### config.mk
export PLATFORM = sky130hd
export DESIGN_NAME = json_string_unescape_utf8
export DESIGN_NICKNAME = d
export VERILOG_FILES = /design/src/rtl/core/jsu_pkg.sv /design/src/rtl/core/json_string_unescape_utf8.sv /design/src/rtl/core/jsu_front.sv /design/src/rtl/core/jsu_queue.sv /design/src/rtl/core/jsu_back.sv
export SDC_FILE = /design/constraint.sdc
export NUM_CORES = 1
export LEC_CHECK = 0
export ABC_AREA = 0
export BUFFER_PORTS_ARGS = -buffer_cell sky130_fd_sc_hd__buf_2
export CORE_MARGIN = 2
export CORE_UTILIZATION = 30
export CTS_BUF_LIST = sky130_fd_sc_hd__clkbuf_8
export CTS_CLUSTER_DIAMETER = 120
export DETAILED_ROUTE_END_ITERATION = 10
export GPL_TIMING_DRIVEN = 0
export PLACE_DENSITY = 0.41
export SYNTH_ARGS = -nofsm -noshare
export SYNTH_HDL_FRONTEND = slang
export SYNTH_HIERARCHICAL = 1
export SYNTH_SLANG_ARGS = --single-unit
### constraint.sdc
create_clock -name clk -period 9.3 [get_ports clk]
set_clock_uncertainty 0.05 [all_clocks]
set_input_delay 0.93 -clock clk [delete_from_list [all_inputs] [get_ports clk]]
set_output_delay 0.93 -clock clk [all_outputs]
set_load 0.05 [all_outputs]
### src/rtl/core/jsu_pkg.sv
// ----------------------------------------------------------------------------
// JSON string unescape package
// Types and constants shared by the front decoder, the top level and the
// result sequencer of the JSON string unescaper.
// ----------------------------------------------------------------------------
package jsu_pkg;

  // Decoder phase while scanning a string literal.
  typedef enum logic [2:0] {
    PH_IDLE,
    PH_STR,
    PH_ESC,
    PH_HEX,
    PH_HELD,
    PH_HELD_BS,
    PH_LOW_HEX
  } phase_t;

  // Kind code carried by each result word.
  typedef enum logic [1:0] {
    KIND_DATA = 2'd0,
    KIND_DONE = 2'd1,
    KIND_ERR  = 2'd2
  } kind_t;

  // Main part of a decoded command, after an optional replacement character.
  typedef enum logic [2:0] {
    BODY_NONE,
    BODY_BYTE,
    BODY_CP,
    BODY_DONE,
    BODY_ERR
  } body_t;

  localparam int CP_W = 21;

  // One command from the decoder: an optional U+FFFD prefix, then the body.
  typedef struct packed {
    logic              pre_fffd;
    body_t             body;
    logic [CP_W-1:0]   value;
  } cmd_t;

  // Characters the decoder looks for.
  localparam logic [7:0] CH_QUOTE = 8'h22;
  localparam logic [7:0] CH_BSLASH = 8'h5C;
  localparam logic [7:0] CH_SLASH = 8'h2F;
  localparam logic [7:0] CH_SPACE = 8'h20;
  localparam logic [7:0] CH_TAB = 8'h09;
  localparam logic [7:0] CH_LF = 8'h0A;
  localparam logic [7:0] CH_CR = 8'h0D;
  localparam logic [7:0] CH_FF = 8'h0C;
  localparam logic [7:0] CH_BS = 8'h08;
  localparam logic [7:0] CH_LOW_B = 8'h62;
  localparam logic [7:0] CH_LOW_F = 8'h66;
  localparam logic [7:0] CH_LOW_N = 8'h6E;
  localparam logic [7:0] CH_LOW_R = 8'h72;
  localparam logic [7:0] CH_LOW_T = 8'h74;
  localparam logic [7:0] CH_LOW_U = 8'h75;

  // Code point constants.
  localparam logic [CP_W-1:0] CP_REPLACE = 21'h00FFFD;
  localparam logic [CP_W-1:0] CP_SUPP_BASE = 21'h010000;
  localparam logic [5:0] SURR_HIGH_TAG = 6'b110110;
  localparam logic [5:0] SURR_LOW_TAG = 6'b110111;

  // UTF-8 lead and continuation marks.
  localparam logic [7:0] UTF8_LEAD2 = 8'hC0;
  localparam logic [7:0] UTF8_LEAD3 = 8'hE0;
  localparam logic [7:0] UTF8_LEAD4 = 8'hF0;
  localparam logic [7:0] UTF8_CONT = 8'h80;

endpackage

### src/rtl/core/json_string_unescape_utf8.sv
// ----------------------------------------------------------------------------
// JSON string unescape to UTF-8
// Decodes one JSON string literal from a byte stream into UTF-8 bytes,
// followed by a completion or error word.
// ----------------------------------------------------------------------------
// The block takes one input byte per cycle whenever in_stall is low. The
// front decoder classifies each byte in the cycle it is accepted and queues a
// command; the result sequencer then sends one output word per cycle while
// out_stall is low, so a byte that yields k words (up to six for a
// replacement character followed by a three-byte code point) holds the output
// side until all k are sent. The command queue of QUEUE_DEPTH entries absorbs
// such bursts; in_stall rises only when the queue is full. An accepted byte
// reaches its first word through the queue and then the output register.
module json_string_unescape_utf8 #(
  parameter int QUEUE_DEPTH = 4
) (
  input  logic       clk,
  input  logic       rst_n,
  input  logic [7:0] in_data_byte,
  input  logic       in_end_of_input,
  input  logic       in_valid,
  output logic       in_stall,
  output logic [7:0] out_out_byte,
  output logic [1:0] out_kind,
  output logic       out_last,
  output logic       out_valid,
  input  logic       out_stall
);
  import jsu_pkg::*;

  logic accept;
  cmd_t push_cmd, head_cmd;
  logic push, pop, head_valid, q_full, front_idle;

  assign accept = in_valid && !in_stall;
  assign in_stall = q_full;

  jsu_front u_front (
    .clk(clk),
    .rst_n(rst_n),
    .in_data_byte(in_data_byte),
    .in_end_of_input(in_end_of_input),
    .accept(accept),
    .cmd(push_cmd),
    .cmd_push(push),
    .idle(front_idle)
  );

  jsu_queue #(
    .WIDTH($bits(cmd_t)),
    .DEPTH(QUEUE_DEPTH)
  ) u_queue (
    .clk(clk),
    .rst_n(rst_n),
    .push(push),
    .push_data(push_cmd),
    .pop(pop),
    .head_data(head_cmd),
    .head_valid(head_valid),
    .full(q_full)
  );

  jsu_back u_back (
    .clk(clk),
    .rst_n(rst_n),
    .head(head_cmd),
    .head_valid(head_valid),
    .pop(pop),
    .out_out_byte(out_out_byte),
    .out_kind(out_kind),
    .out_last(out_last),
    .out_valid(out_valid),
    .out_stall(out_stall)
  );

  // A completion or error word always closes the results of its byte.
  a_final_is_last: assert property (@(posedge clk) disable iff (!rst_n)
    out_valid && out_kind != KIND_DATA |-> out_last)
    else $error("completion or error word not marked last");

  // The decoder is idle after the final byte of a buffer.
  a_eoi_idle: assert property (@(posedge clk) disable iff (!rst_n)
    accept && in_end_of_input |=> front_idle)
    else $error("decoder not idle after final byte");

  // Input is held back only while commands are waiting.
  a_stall_pending: assert property (@(posedge clk) disable iff (!rst_n)
    in_stall |-> head_valid)
    else $error("input stalled with an empty command queue");

endmodule

### src/rtl/core/jsu_front.sv
// ----------------------------------------------------------------------------
// JSON string unescape front decoder
// Tracks the string-literal phase one byte per cycle while bytes are accepted
// and turns each byte into at most one command for the result sequencer.
// ----------------------------------------------------------------------------
module jsu_front (
  input  logic          clk,
  input  logic          rst_n,
  input  logic [7:0]    in_data_byte,
  input  logic          in_end_of_input,
  input  logic          accept,
  output jsu_pkg::cmd_t cmd,
  output logic          cmd_push,
  output logic          idle
);
  import jsu_pkg::*;

  phase_t      phase_r, phase_nxt;
  logic [11:0] acc_r, acc_nxt;
  logic [9:0]  held_r, held_nxt;
  logic [1:0]  cnt_r, cnt_nxt;

  logic [7:0]  b;
  logic        is_quote, is_bslash, is_ws, is_u;
  logic        hv_ok;
  logic [3:0]  hv;
  logic        esc_ok;
  logic [7:0]  esc_byte;
  logic [15:0] unit;
  logic        unit_hi, unit_lo, last_digit;
  logic [CP_W-1:0] pair_cp;
  cmd_t        cmd_raw;

  assign b = in_data_byte;
  assign is_quote = (b == CH_QUOTE);
  assign is_bslash = (b == CH_BSLASH);
  assign is_u = (b == CH_LOW_U);
  assign is_ws = (b == CH_SPACE) || (b == CH_TAB) || (b == CH_LF) || (b == CH_CR);

  // Hex digit value.
  always_comb begin
    hv_ok = 1'b1;
    hv = 4'd0;
    if (b >= 8'h30 && b <= 8'h39) begin
      hv = 4'(b - 8'h30);
    end else if (b >= 8'h61 && b <= 8'h66) begin
      hv = 4'(b - 8'h57);
    end else if (b >= 8'h41 && b <= 8'h46) begin
      hv = 4'(b - 8'h37);
    end else begin
      hv_ok = 1'b0;
    end
  end

  // Single-character escapes.
  always_comb begin
    esc_ok = 1'b1;
    esc_byte = 8'h00;
    case (b)
      CH_QUOTE:  esc_byte = CH_QUOTE;
      CH_BSLASH: esc_byte = CH_BSLASH;
      CH_SLASH:  esc_byte = CH_SLASH;
      CH_LOW_B:  esc_byte = CH_BS;
      CH_LOW_F:  esc_byte = CH_FF;
      CH_LOW_N:  esc_byte = CH_LF;
      CH_LOW_R:  esc_byte = CH_CR;
      CH_LOW_T:  esc_byte = CH_TAB;
      default:   esc_ok = 1'b0;
    endcase
  end

  // The code unit completed by this byte when it is the fourth digit.
  assign unit = {acc_r, hv};
  assign unit_hi = (unit[15:10] == SURR_HIGH_TAG);
  assign unit_lo = (unit[15:10] == SURR_LOW_TAG);
  assign last_digit = (cnt_r == 2'd3);
  assign pair_cp = CP_W'({held_r, unit[9:0]}) + CP_SUPP_BASE;

  // Next state.
  always_comb begin
    phase_nxt = phase_r;
    acc_nxt = acc_r;
    held_nxt = held_r;
    cnt_nxt = cnt_r;
    case (phase_r)
      PH_IDLE: begin
        if (is_quote) phase_nxt = PH_STR;
      end
      PH_STR: begin
        if (is_quote) phase_nxt = PH_IDLE;
        else if (is_bslash) phase_nxt = PH_ESC;
      end
      PH_ESC: begin
        acc_nxt = '0;
        cnt_nxt = '0;
        if (is_u) phase_nxt = PH_HEX;
        else if (esc_ok) phase_nxt = PH_STR;
        else phase_nxt = PH_IDLE;
      end
      PH_HEX, PH_LOW_HEX: begin
        if (!hv_ok) begin
          phase_nxt = PH_IDLE;
          acc_nxt = '0;
          cnt_nxt = '0;
          held_nxt = '0;
        end else if (last_digit) begin
          acc_nxt = '0;
          cnt_nxt = '0;
          // A non-matching unit after a held high surrogate is decoded afresh.
          if (phase_r == PH_LOW_HEX && unit_lo) begin
            phase_nxt = PH_STR;
            held_nxt = '0;
          end else if (unit_hi) begin
            phase_nxt = PH_HELD;
            held_nxt = unit[9:0];
          end else begin
            phase_nxt = PH_STR;
            held_nxt = '0;
          end
        end else begin
          acc_nxt = {acc_r[7:0], hv};
          cnt_nxt = cnt_r + 2'd1;
        end
      end
      PH_HELD: begin
        if (is_bslash) begin
          phase_nxt = PH_HELD_BS;
        end else begin
          held_nxt = '0;
          phase_nxt = is_quote ? PH_IDLE : PH_STR;
        end
      end
      PH_HELD_BS: begin
        acc_nxt = '0;
        cnt_nxt = '0;
        if (is_u) begin
          phase_nxt = PH_LOW_HEX;
        end else begin
          held_nxt = '0;
          phase_nxt = esc_ok ? PH_STR : PH_IDLE;
        end
      end
      default: begin
        phase_nxt = PH_IDLE;
      end
    endcase
    // The final byte of the buffer always leaves the decoder idle.
    if (in_end_of_input || phase_nxt == PH_IDLE) begin
      phase_nxt = PH_IDLE;
      acc_nxt = '0;
      held_nxt = '0;
      cnt_nxt = '0;
    end
  end

  // Command for this byte.
  always_comb begin
    cmd_raw.pre_fffd = 1'b0;
    cmd_raw.body = BODY_NONE;
    cmd_raw.value = CP_W'(b);
    case (phase_r)
      PH_IDLE: begin
        if (!is_quote && !is_ws) cmd_raw.body = BODY_ERR;
      end
      PH_STR: begin
        if (is_quote) cmd_raw.body = BODY_DONE;
        else if (!is_bslash) cmd_raw.body = BODY_BYTE;
      end
      PH_ESC: begin
        cmd_raw.value = CP_W'(esc_byte);
        if (esc_ok) cmd_raw.body = BODY_BYTE;
        else if (!is_u) cmd_raw.body = BODY_ERR;
      end
      PH_HEX: begin
        if (!hv_ok) begin
          cmd_raw.body = BODY_ERR;
        end else if (last_digit && !unit_hi) begin
          cmd_raw.body = BODY_CP;
          cmd_raw.value = unit_lo ? CP_REPLACE : CP_W'(unit);
        end
      end
      PH_HELD: begin
        if (!is_bslash) begin
          cmd_raw.pre_fffd = 1'b1;
          cmd_raw.body = is_quote ? BODY_DONE : BODY_BYTE;
        end
      end
      PH_HELD_BS: begin
        if (!is_u) begin
          cmd_raw.pre_fffd = 1'b1;
          cmd_raw.value = CP_W'(esc_byte);
          cmd_raw.body = esc_ok ? BODY_BYTE : BODY_ERR;
        end
      end
      PH_LOW_HEX: begin
        if (!hv_ok) begin
          cmd_raw.pre_fffd = 1'b1;
          cmd_raw.body = BODY_ERR;
        end else if (last_digit) begin
          if (unit_lo) begin
            cmd_raw.body = BODY_CP;
            cmd_raw.value = pair_cp;
          end else begin
            cmd_raw.pre_fffd = 1'b1;
            if (!unit_hi) begin
              cmd_raw.body = BODY_CP;
              cmd_raw.value = CP_W'(unit);
            end
          end
        end
      end
      default: begin
        cmd_raw.body = BODY_NONE;
      end
    endcase
  end

  // A final byte that neither completes nor fails reports only an error.
  always_comb begin
    cmd = cmd_raw;
    if (in_end_of_input && cmd_raw.body != BODY_DONE && cmd_raw.body != BODY_ERR) begin
      cmd.pre_fffd = 1'b0;
      cmd.body = BODY_ERR;
    end
  end

  assign cmd_push = accept && (cmd.pre_fffd || cmd.body != BODY_NONE);
  assign idle = (phase_r == PH_IDLE);

  // Decoder state registers.
  always_ff @(posedge clk) begin
    if (!rst_n) begin
      phase_r <= PH_IDLE;
      acc_r <= '0;
      held_r <= '0;
      cnt_r <= '0;
    end else if (accept) begin
      phase_r <= phase_nxt;
      acc_r <= acc_nxt;
      held_r <= held_nxt;
      cnt_r <= cnt_nxt;
    end
  end

endmodule

### src/rtl/core/jsu_queue.sv
// ----------------------------------------------------------------------------
// JSON string unescape command queue
// Small register queue that decouples the decoder from the result sequencer.
// ----------------------------------------------------------------------------
module jsu_queue #(
  parameter int WIDTH = 25,
  parameter int DEPTH = 4
) (
  input  logic             clk,
  input  logic             rst_n,
  input  logic             push,
  input  logic [WIDTH-1:0] push_data,
  input  logic             pop,
  output logic [WIDTH-1:0] head_data,
  output logic             head_valid,
  output logic             full
);
  localparam int AW = (DEPTH > 1) ? $clog2(DEPTH) : 1;
  localparam int CW = $clog2(DEPTH + 1);
  localparam logic [AW-1:0] LAST_SLOT = AW'(DEPTH - 1);
  localparam logic [CW-1:0] FULL_COUNT = CW'(DEPTH);

  logic [WIDTH-1:0] slot_r [DEPTH];
  logic [AW-1:0]    wr_ptr_r, rd_ptr_r;
  logic [CW-1:0]    count_r, count_nxt;
  logic             do_pop;

  assign head_data = slot_r[rd_ptr_r];
  assign head_valid = (count_r != '0);
  assign full = (count_r == FULL_COUNT);
  assign do_pop = pop && head_valid;

  always_comb begin
    count_nxt = count_r;
    if (push && !do_pop) count_nxt = count_r + CW'(1);
    else if (!push && do_pop) count_nxt = count_r - CW'(1);
  end

  // Pointers and fill count.
  always_ff @(posedge clk) begin
    if (!rst_n) begin
      wr_ptr_r <= '0;
      rd_ptr_r <= '0;
      count_r <= '0;
    end else begin
      count_r <= count_nxt;
      if (push) wr_ptr_r <= (wr_ptr_r == LAST_SLOT) ? '0 : wr_ptr_r + AW'(1);
      if (do_pop) rd_ptr_r <= (rd_ptr_r == LAST_SLOT) ? '0 : rd_ptr_r + AW'(1);
    end
  end

  // Storage.
  always_ff @(posedge clk) begin
    if (push) slot_r[wr_ptr_r] <= push_data;
  end

endmodule

### src/rtl/core/jsu_back.sv
// ----------------------------------------------------------------------------
// JSON string unescape result sequencer
// Expands each queued command into its result words, one word per cycle while
// out_stall is low, through a registered output stage.
// ----------------------------------------------------------------------------
module jsu_back (
  input  logic          clk,
  input  logic          rst_n,
  input  jsu_pkg::cmd_t head,
  input  logic          head_valid,
  output logic          pop,
  output logic [7:0]    out_out_byte,
  output logic [1:0]    out_kind,
  output logic          out_last,
  output logic          out_valid,
  input  logic          out_stall
);
  import jsu_pkg::*;

  logic [2:0] seq_r, seq_nxt;
  logic       valid_r;
  logic [7:0] byte_r;
  kind_t      kind_r;
  logic       last_r;

  logic [2:0] pre_len, body_len, total, q;
  logic [2:0] utf_len;
  logic [7:0] utf_byte [4];
  logic [7:0] w_byte;
  kind_t      w_kind;
  logic       w_last;
  logic       load;
  logic [CP_W-1:0] cp;

  assign cp = head.value;

  // UTF-8 encoding of the command's code point.
  always_comb begin
    utf_byte[1] = 8'h00;
    utf_byte[2] = 8'h00;
    utf_byte[3] = 8'h00;
    if (cp < 21'h80) begin
      utf_len = 3'd1;
      utf_byte[0] = cp[7:0];
    end else if (cp < 21'h800) begin
      utf_len = 3'd2;
      utf_byte[0] = UTF8_LEAD2 | {3'b000, cp[10:6]};
      utf_byte[1] = UTF8_CONT | {2'b00, cp[5:0]};
    end else if (cp < 21'h10000) begin
      utf_len = 3'd3;
      utf_byte[0] = UTF8_LEAD3 | {4'h0, cp[15:12]};
      utf_byte[1] = UTF8_CONT | {2'b00, cp[11:6]};
      utf_byte[2] = UTF8_CONT | {2'b00, cp[5:0]};
    end else begin
      utf_len = 3'd4;
      utf_byte[0] = UTF8_LEAD4 | {5'b00000, cp[20:18]};
      utf_byte[1] = UTF8_CONT | {2'b00, cp[17:12]};
      utf_byte[2] = UTF8_CONT | {2'b00, cp[11:6]};
      utf_byte[3] = UTF8_CONT | {2'b00, cp[5:0]};
    end
  end

  // Length of the command in result words.
  always_comb begin
    case (head.body)
      BODY_NONE: body_len = 3'd0;
      BODY_CP:   body_len = utf_len;
      default:   body_len = 3'd1;
    endcase
  end

  assign pre_len = head.pre_fffd ? 3'd3 : 3'd0;
  assign total = pre_len + body_len;
  assign q = seq_r - pre_len;

  // Result word at the current position of the command.
  always_comb begin
    w_byte = 8'h00;
    w_kind = KIND_DATA;
    if (seq_r < pre_len) begin
      case (seq_r[1:0])
        2'd0:    w_byte = 8'hEF;
        2'd1:    w_byte = 8'hBF;
        default: w_byte = 8'hBD;
      endcase
    end else begin
      case (head.body)
        BODY_BYTE: w_byte = cp[7:0];
        BODY_CP:   w_byte = utf_byte[q[1:0]];
        BODY_DONE: w_kind = KIND_DONE;
        BODY_ERR:  w_kind = KIND_ERR;
        default:   w_byte = 8'h00;
      endcase
    end
  end

  assign w_last = (seq_r == total - 3'd1);
  assign load = head_valid && (!valid_r || !out_stall);
  assign pop = load && w_last;
  assign seq_nxt = w_last ? 3'd0 : seq_r + 3'd1;

  // Position within the command and output valid.
  always_ff @(posedge clk) begin
    if (!rst_n) begin
      seq_r <= '0;
      valid_r <= 1'b0;
    end else begin
      if (load) seq_r <= seq_nxt;
      if (load) valid_r <= 1'b1;
      else if (!out_stall) valid_r <= 1'b0;
    end
  end

  // Output word register.
  always_ff @(posedge clk) begin
    if (load) begin
      byte_r <= w_byte;
      kind_r <= w_kind;
      last_r <= w_last;
    end
  end

  assign out_valid = valid_r;
  assign out_out_byte = byte_r;
  assign out_kind = 2'(kind_r);
  assign out_last = last_r;

endmodule
==> out/metrics.yaml <==
fin_crit_sh_pct: 56.9
routed_wl_microns: 21500
met2_usage_pct: 27.0
max_freq_mhz: 189
worst-path-buf-inv: 5
synth_top_area_share_pct: 41.3
clk_path_buf_depth: 2
final_cell_area_sq_um: 9020
maxSlewViolCount: 0
maxCapViolCount: 0
yosys.area_share.simple_pct: 16.1
syn_to_final_growth_pct: 11.9
worst_slack_ps: 4010
post_cts_resized: 0
numPortBuffers: 23
synth-compound-area-share_pct: 15.8
post-route-min-period_ps: 5290
hpwl_microns: 15700
antenna_found_initial: 0
pre_cts_ws_ps: 3790
reg2regPathDepth: 22
antenna-diode-count: 0
crit_arrival_ps: 5630
root_buffer: "clkbuf_8"
worst_slew_pin_slew_ps: 996
top_usage_layer: "met2"
max-vdd-ir-drop_mv: 0.0800
synth_edf_count: 111
synth-main-ff-cell: "edfxtp_1"
clock_latency_ps: 460
synthXorXnorAreaFrac_pct: 1.63
async_flop_share_pct: 0
fillCellCount: 2635
grt_overflow: 0
clkTransAtPathRegs_ps: 90
cts_tree: "yes"
grtUsageTotal_pct: 15.5
grt_use_met1_pct: 20.0
htree_levels: 4
drtPass1Iterations: 5
drc: 0
drive_gt1_share_pct: 18.0
post_cts_buffers: 0
drt_iter0_drc: 533
synthDistinctLibCells: 84
p_leak_uw: 0.00308
synth_common_cells: "edfxtp_1 (111), nor2_1 (48), nand2_1 (46)"
synth_area_per_cell_sq_um: 12.0
synth_adder_area_share_pct: 3.66
hold_depth: 1
num_rows: 60
gp_congestion: 0.865
yosysMostFrequentCell: "edfxtp_1"
worstSetupPathType: "register to register"
hold_ws_ps: 433
place_area_sq_um: 8610
ant_nets: 0
hold_path.class: "register to register"
setup_tns_ps: 0
clock_sinks: 151
start_util_pct: 30.3
p_per_area_nw_per_um2: 231
vias_per_cell: 5.37
netlist_instances: 674
synth_top_family_by_area: "simple AND/OR/NAND/NOR gates"
fin_nets: 752
slowest_delay_ps: 630
synth_largest_area_cell: "edfxtp_1"
wl_per_cell_microns: 20.1
critical_path.slowest_cell: "or4_4"
cp_max_fo: 10
core_sq_um: 26700
power.total_uw: 2080
die_h_microns: 168
ios: 26
path_cells: "clkbuf_2 > buf_2 > mux4_2 > or4_4 > nor2_8 > nand2_1 > a311oi_1 > ha_1 > inv_1 > ha_1 > xor2_1 > xnor2_1 > xnor2_1 > nand4_1 > inv_1 > o31ai_1 > ha_1 > inv_1 > fa_1 > xor2_1 > or3_1 > a21boi_0"
crit_path_end_kind: "register"
relSlewSlack_pct: 33.2
path_depth: 22
grt_pass1_wl_microns: 33400
vias: 5744
crit_family: "simple AND/OR/NAND/NOR gates"
status: "finished, final reports clean"
hold_violations: 0
grt_max_degree: 26
ys_warn_count: 6
die_w_microns: 168
die-area_sq_um: 28200
synth_seq_cells: 151
met3_usage_pct: 2.28
crit_required_ps: 9630
synth_area_sq_um: 8060
worst_setup_path_start_kind: "register"
cts_hold_buf: 0
synth_fp_nets: 710
setup_viol: 0
seq_area_frac_synth_pct: 51.3
yosys-top-cells-area: "edfxtp_1 (41%), dfxtp_1 (9.9%), mux4_2 (5.6%)"
first_global_vias: 5717
rsz0062_at_grt: "false"
numCtsBuffers: 17
yosys-mux-area-fraction_pct: 8.10
## cell type report
cell class	count	area [sq um]	share of cell area (%)
multi-input cells	474	3660	40.6
flip-flops and latches	151	4130	45.8
clock inverters	15	173	1.91
well taps	341	427	4.73
plain buffers	29	204	2.26
inverters	20	75.1	0.832
repair buffers	23	115	1.28
clock buffers	17	234	2.59
## placed cells by master (no fill, tap or decap), types with 7 or more instances in the layout
cell,count
edfxtp_1,111
nor2_1,48
nand2_1,46
dfxtp_1,40
a21oi_1,37
buf_2,31
o21ai_0,31
a22o_1,25
ha_1,22
nand3_1,21
inv_1,20
mux4_2,20
clkbuf_8,17
nor2b_1,14
and3_1,11
and2_1,10
xnor2_1,9
clkbuf_1,8
a31oi_1,8
nor3_1,8
nand4_1,7
## where the power goes
part           internal (uW)  total (uW)  switching (uW)  leakage, uW
clock                    205         504             299     0.000206
combinational            238         725             487      0.00148
sequential               825         853            28.1      0.00139
total                   1270        2080             814      0.00308
## sequential cells by signal, indices dropped and copies added, names as in the netlist, named ones only
signal	flops
u_queue/rd_ptr_r	2
u_queue/slot_r	100
u_back/out_last	1
u_back/out_valid	1
u_front/acc_r	12
u_back/out_kind	2
u_front/held_r	10
u_front/cnt_r	2
u_front/phase_r	3
u_queue/wr_ptr_r	2
u_back/seq_r	3
u_back/out_out_byte	8
u_queue/count_r	3
## cell families after synthesis
kind of cell | Yosys count
simple gates | 222
compound gates | 182
flops | 151
buf+inv | 49
mux | 32
fa+ha+maj | 23
xor+xnor | 15
## layer usage
metal | routed length (microns) | up-vias | part of all wire [%]
li1 | - | 2723 | -
met1 | 9700 | 2874 | 45
met2 | 10800 | 126 | 50
met3 | 637 | 21 | 3.0
met4 | 313 | 0 | 1.5
met5 | 0 | - | 0
## worst reg2reg max path, stage by stage (launching register included)
cell and delay, ps:
dfxtp_1 320, clkbuf_2 200, buf_2 330, mux4_2 460, or4_4 630, nor2_8 160, nand2_1 70, a311oi_1 380
ha_1 210, inv_1 40, ha_1 170, xor2_1 150, xnor2_1 140, xnor2_1 140, nand4_1 140, inv_1 100
o31ai_1 160, ha_1 300, inv_1 60, fa_1 380, xor2_1 160, or3_1 310, a21boi_0 160
## through the flow
stage / instances / util [%]
floorplan: 674 / -
global placement: 1038 / 32.3
detailed placement: 1038 / 32.3
CTS: 1070 / 33.8
global route: 1070 / 33.8
finish: 1070 / 33.8
## worst paths after layout
| path | endpoint | from | slack, ps |
|---|---|---|---|
| worst min-delay path | u_front/cnt_r[0]$_SDFFE_PN0P_ | u_front/cnt_r[0]$_SDFFE_PN0P_ | 430 |
| worst min register to register | u_front/cnt_r[0]$_SDFFE_PN0P_ | u_front/cnt_r[0]$_SDFFE_PN0P_ | 430 |
| worst max-delay path | u_queue/count_r[2]$_SDFFE_PN0P_ | register | 4010 |
| worst max register to register | u_queue/count_r[2]$_SDFFE_PN0P_ | register | 4010 |
Note: power is estimated with default switching activity, not from simulation.
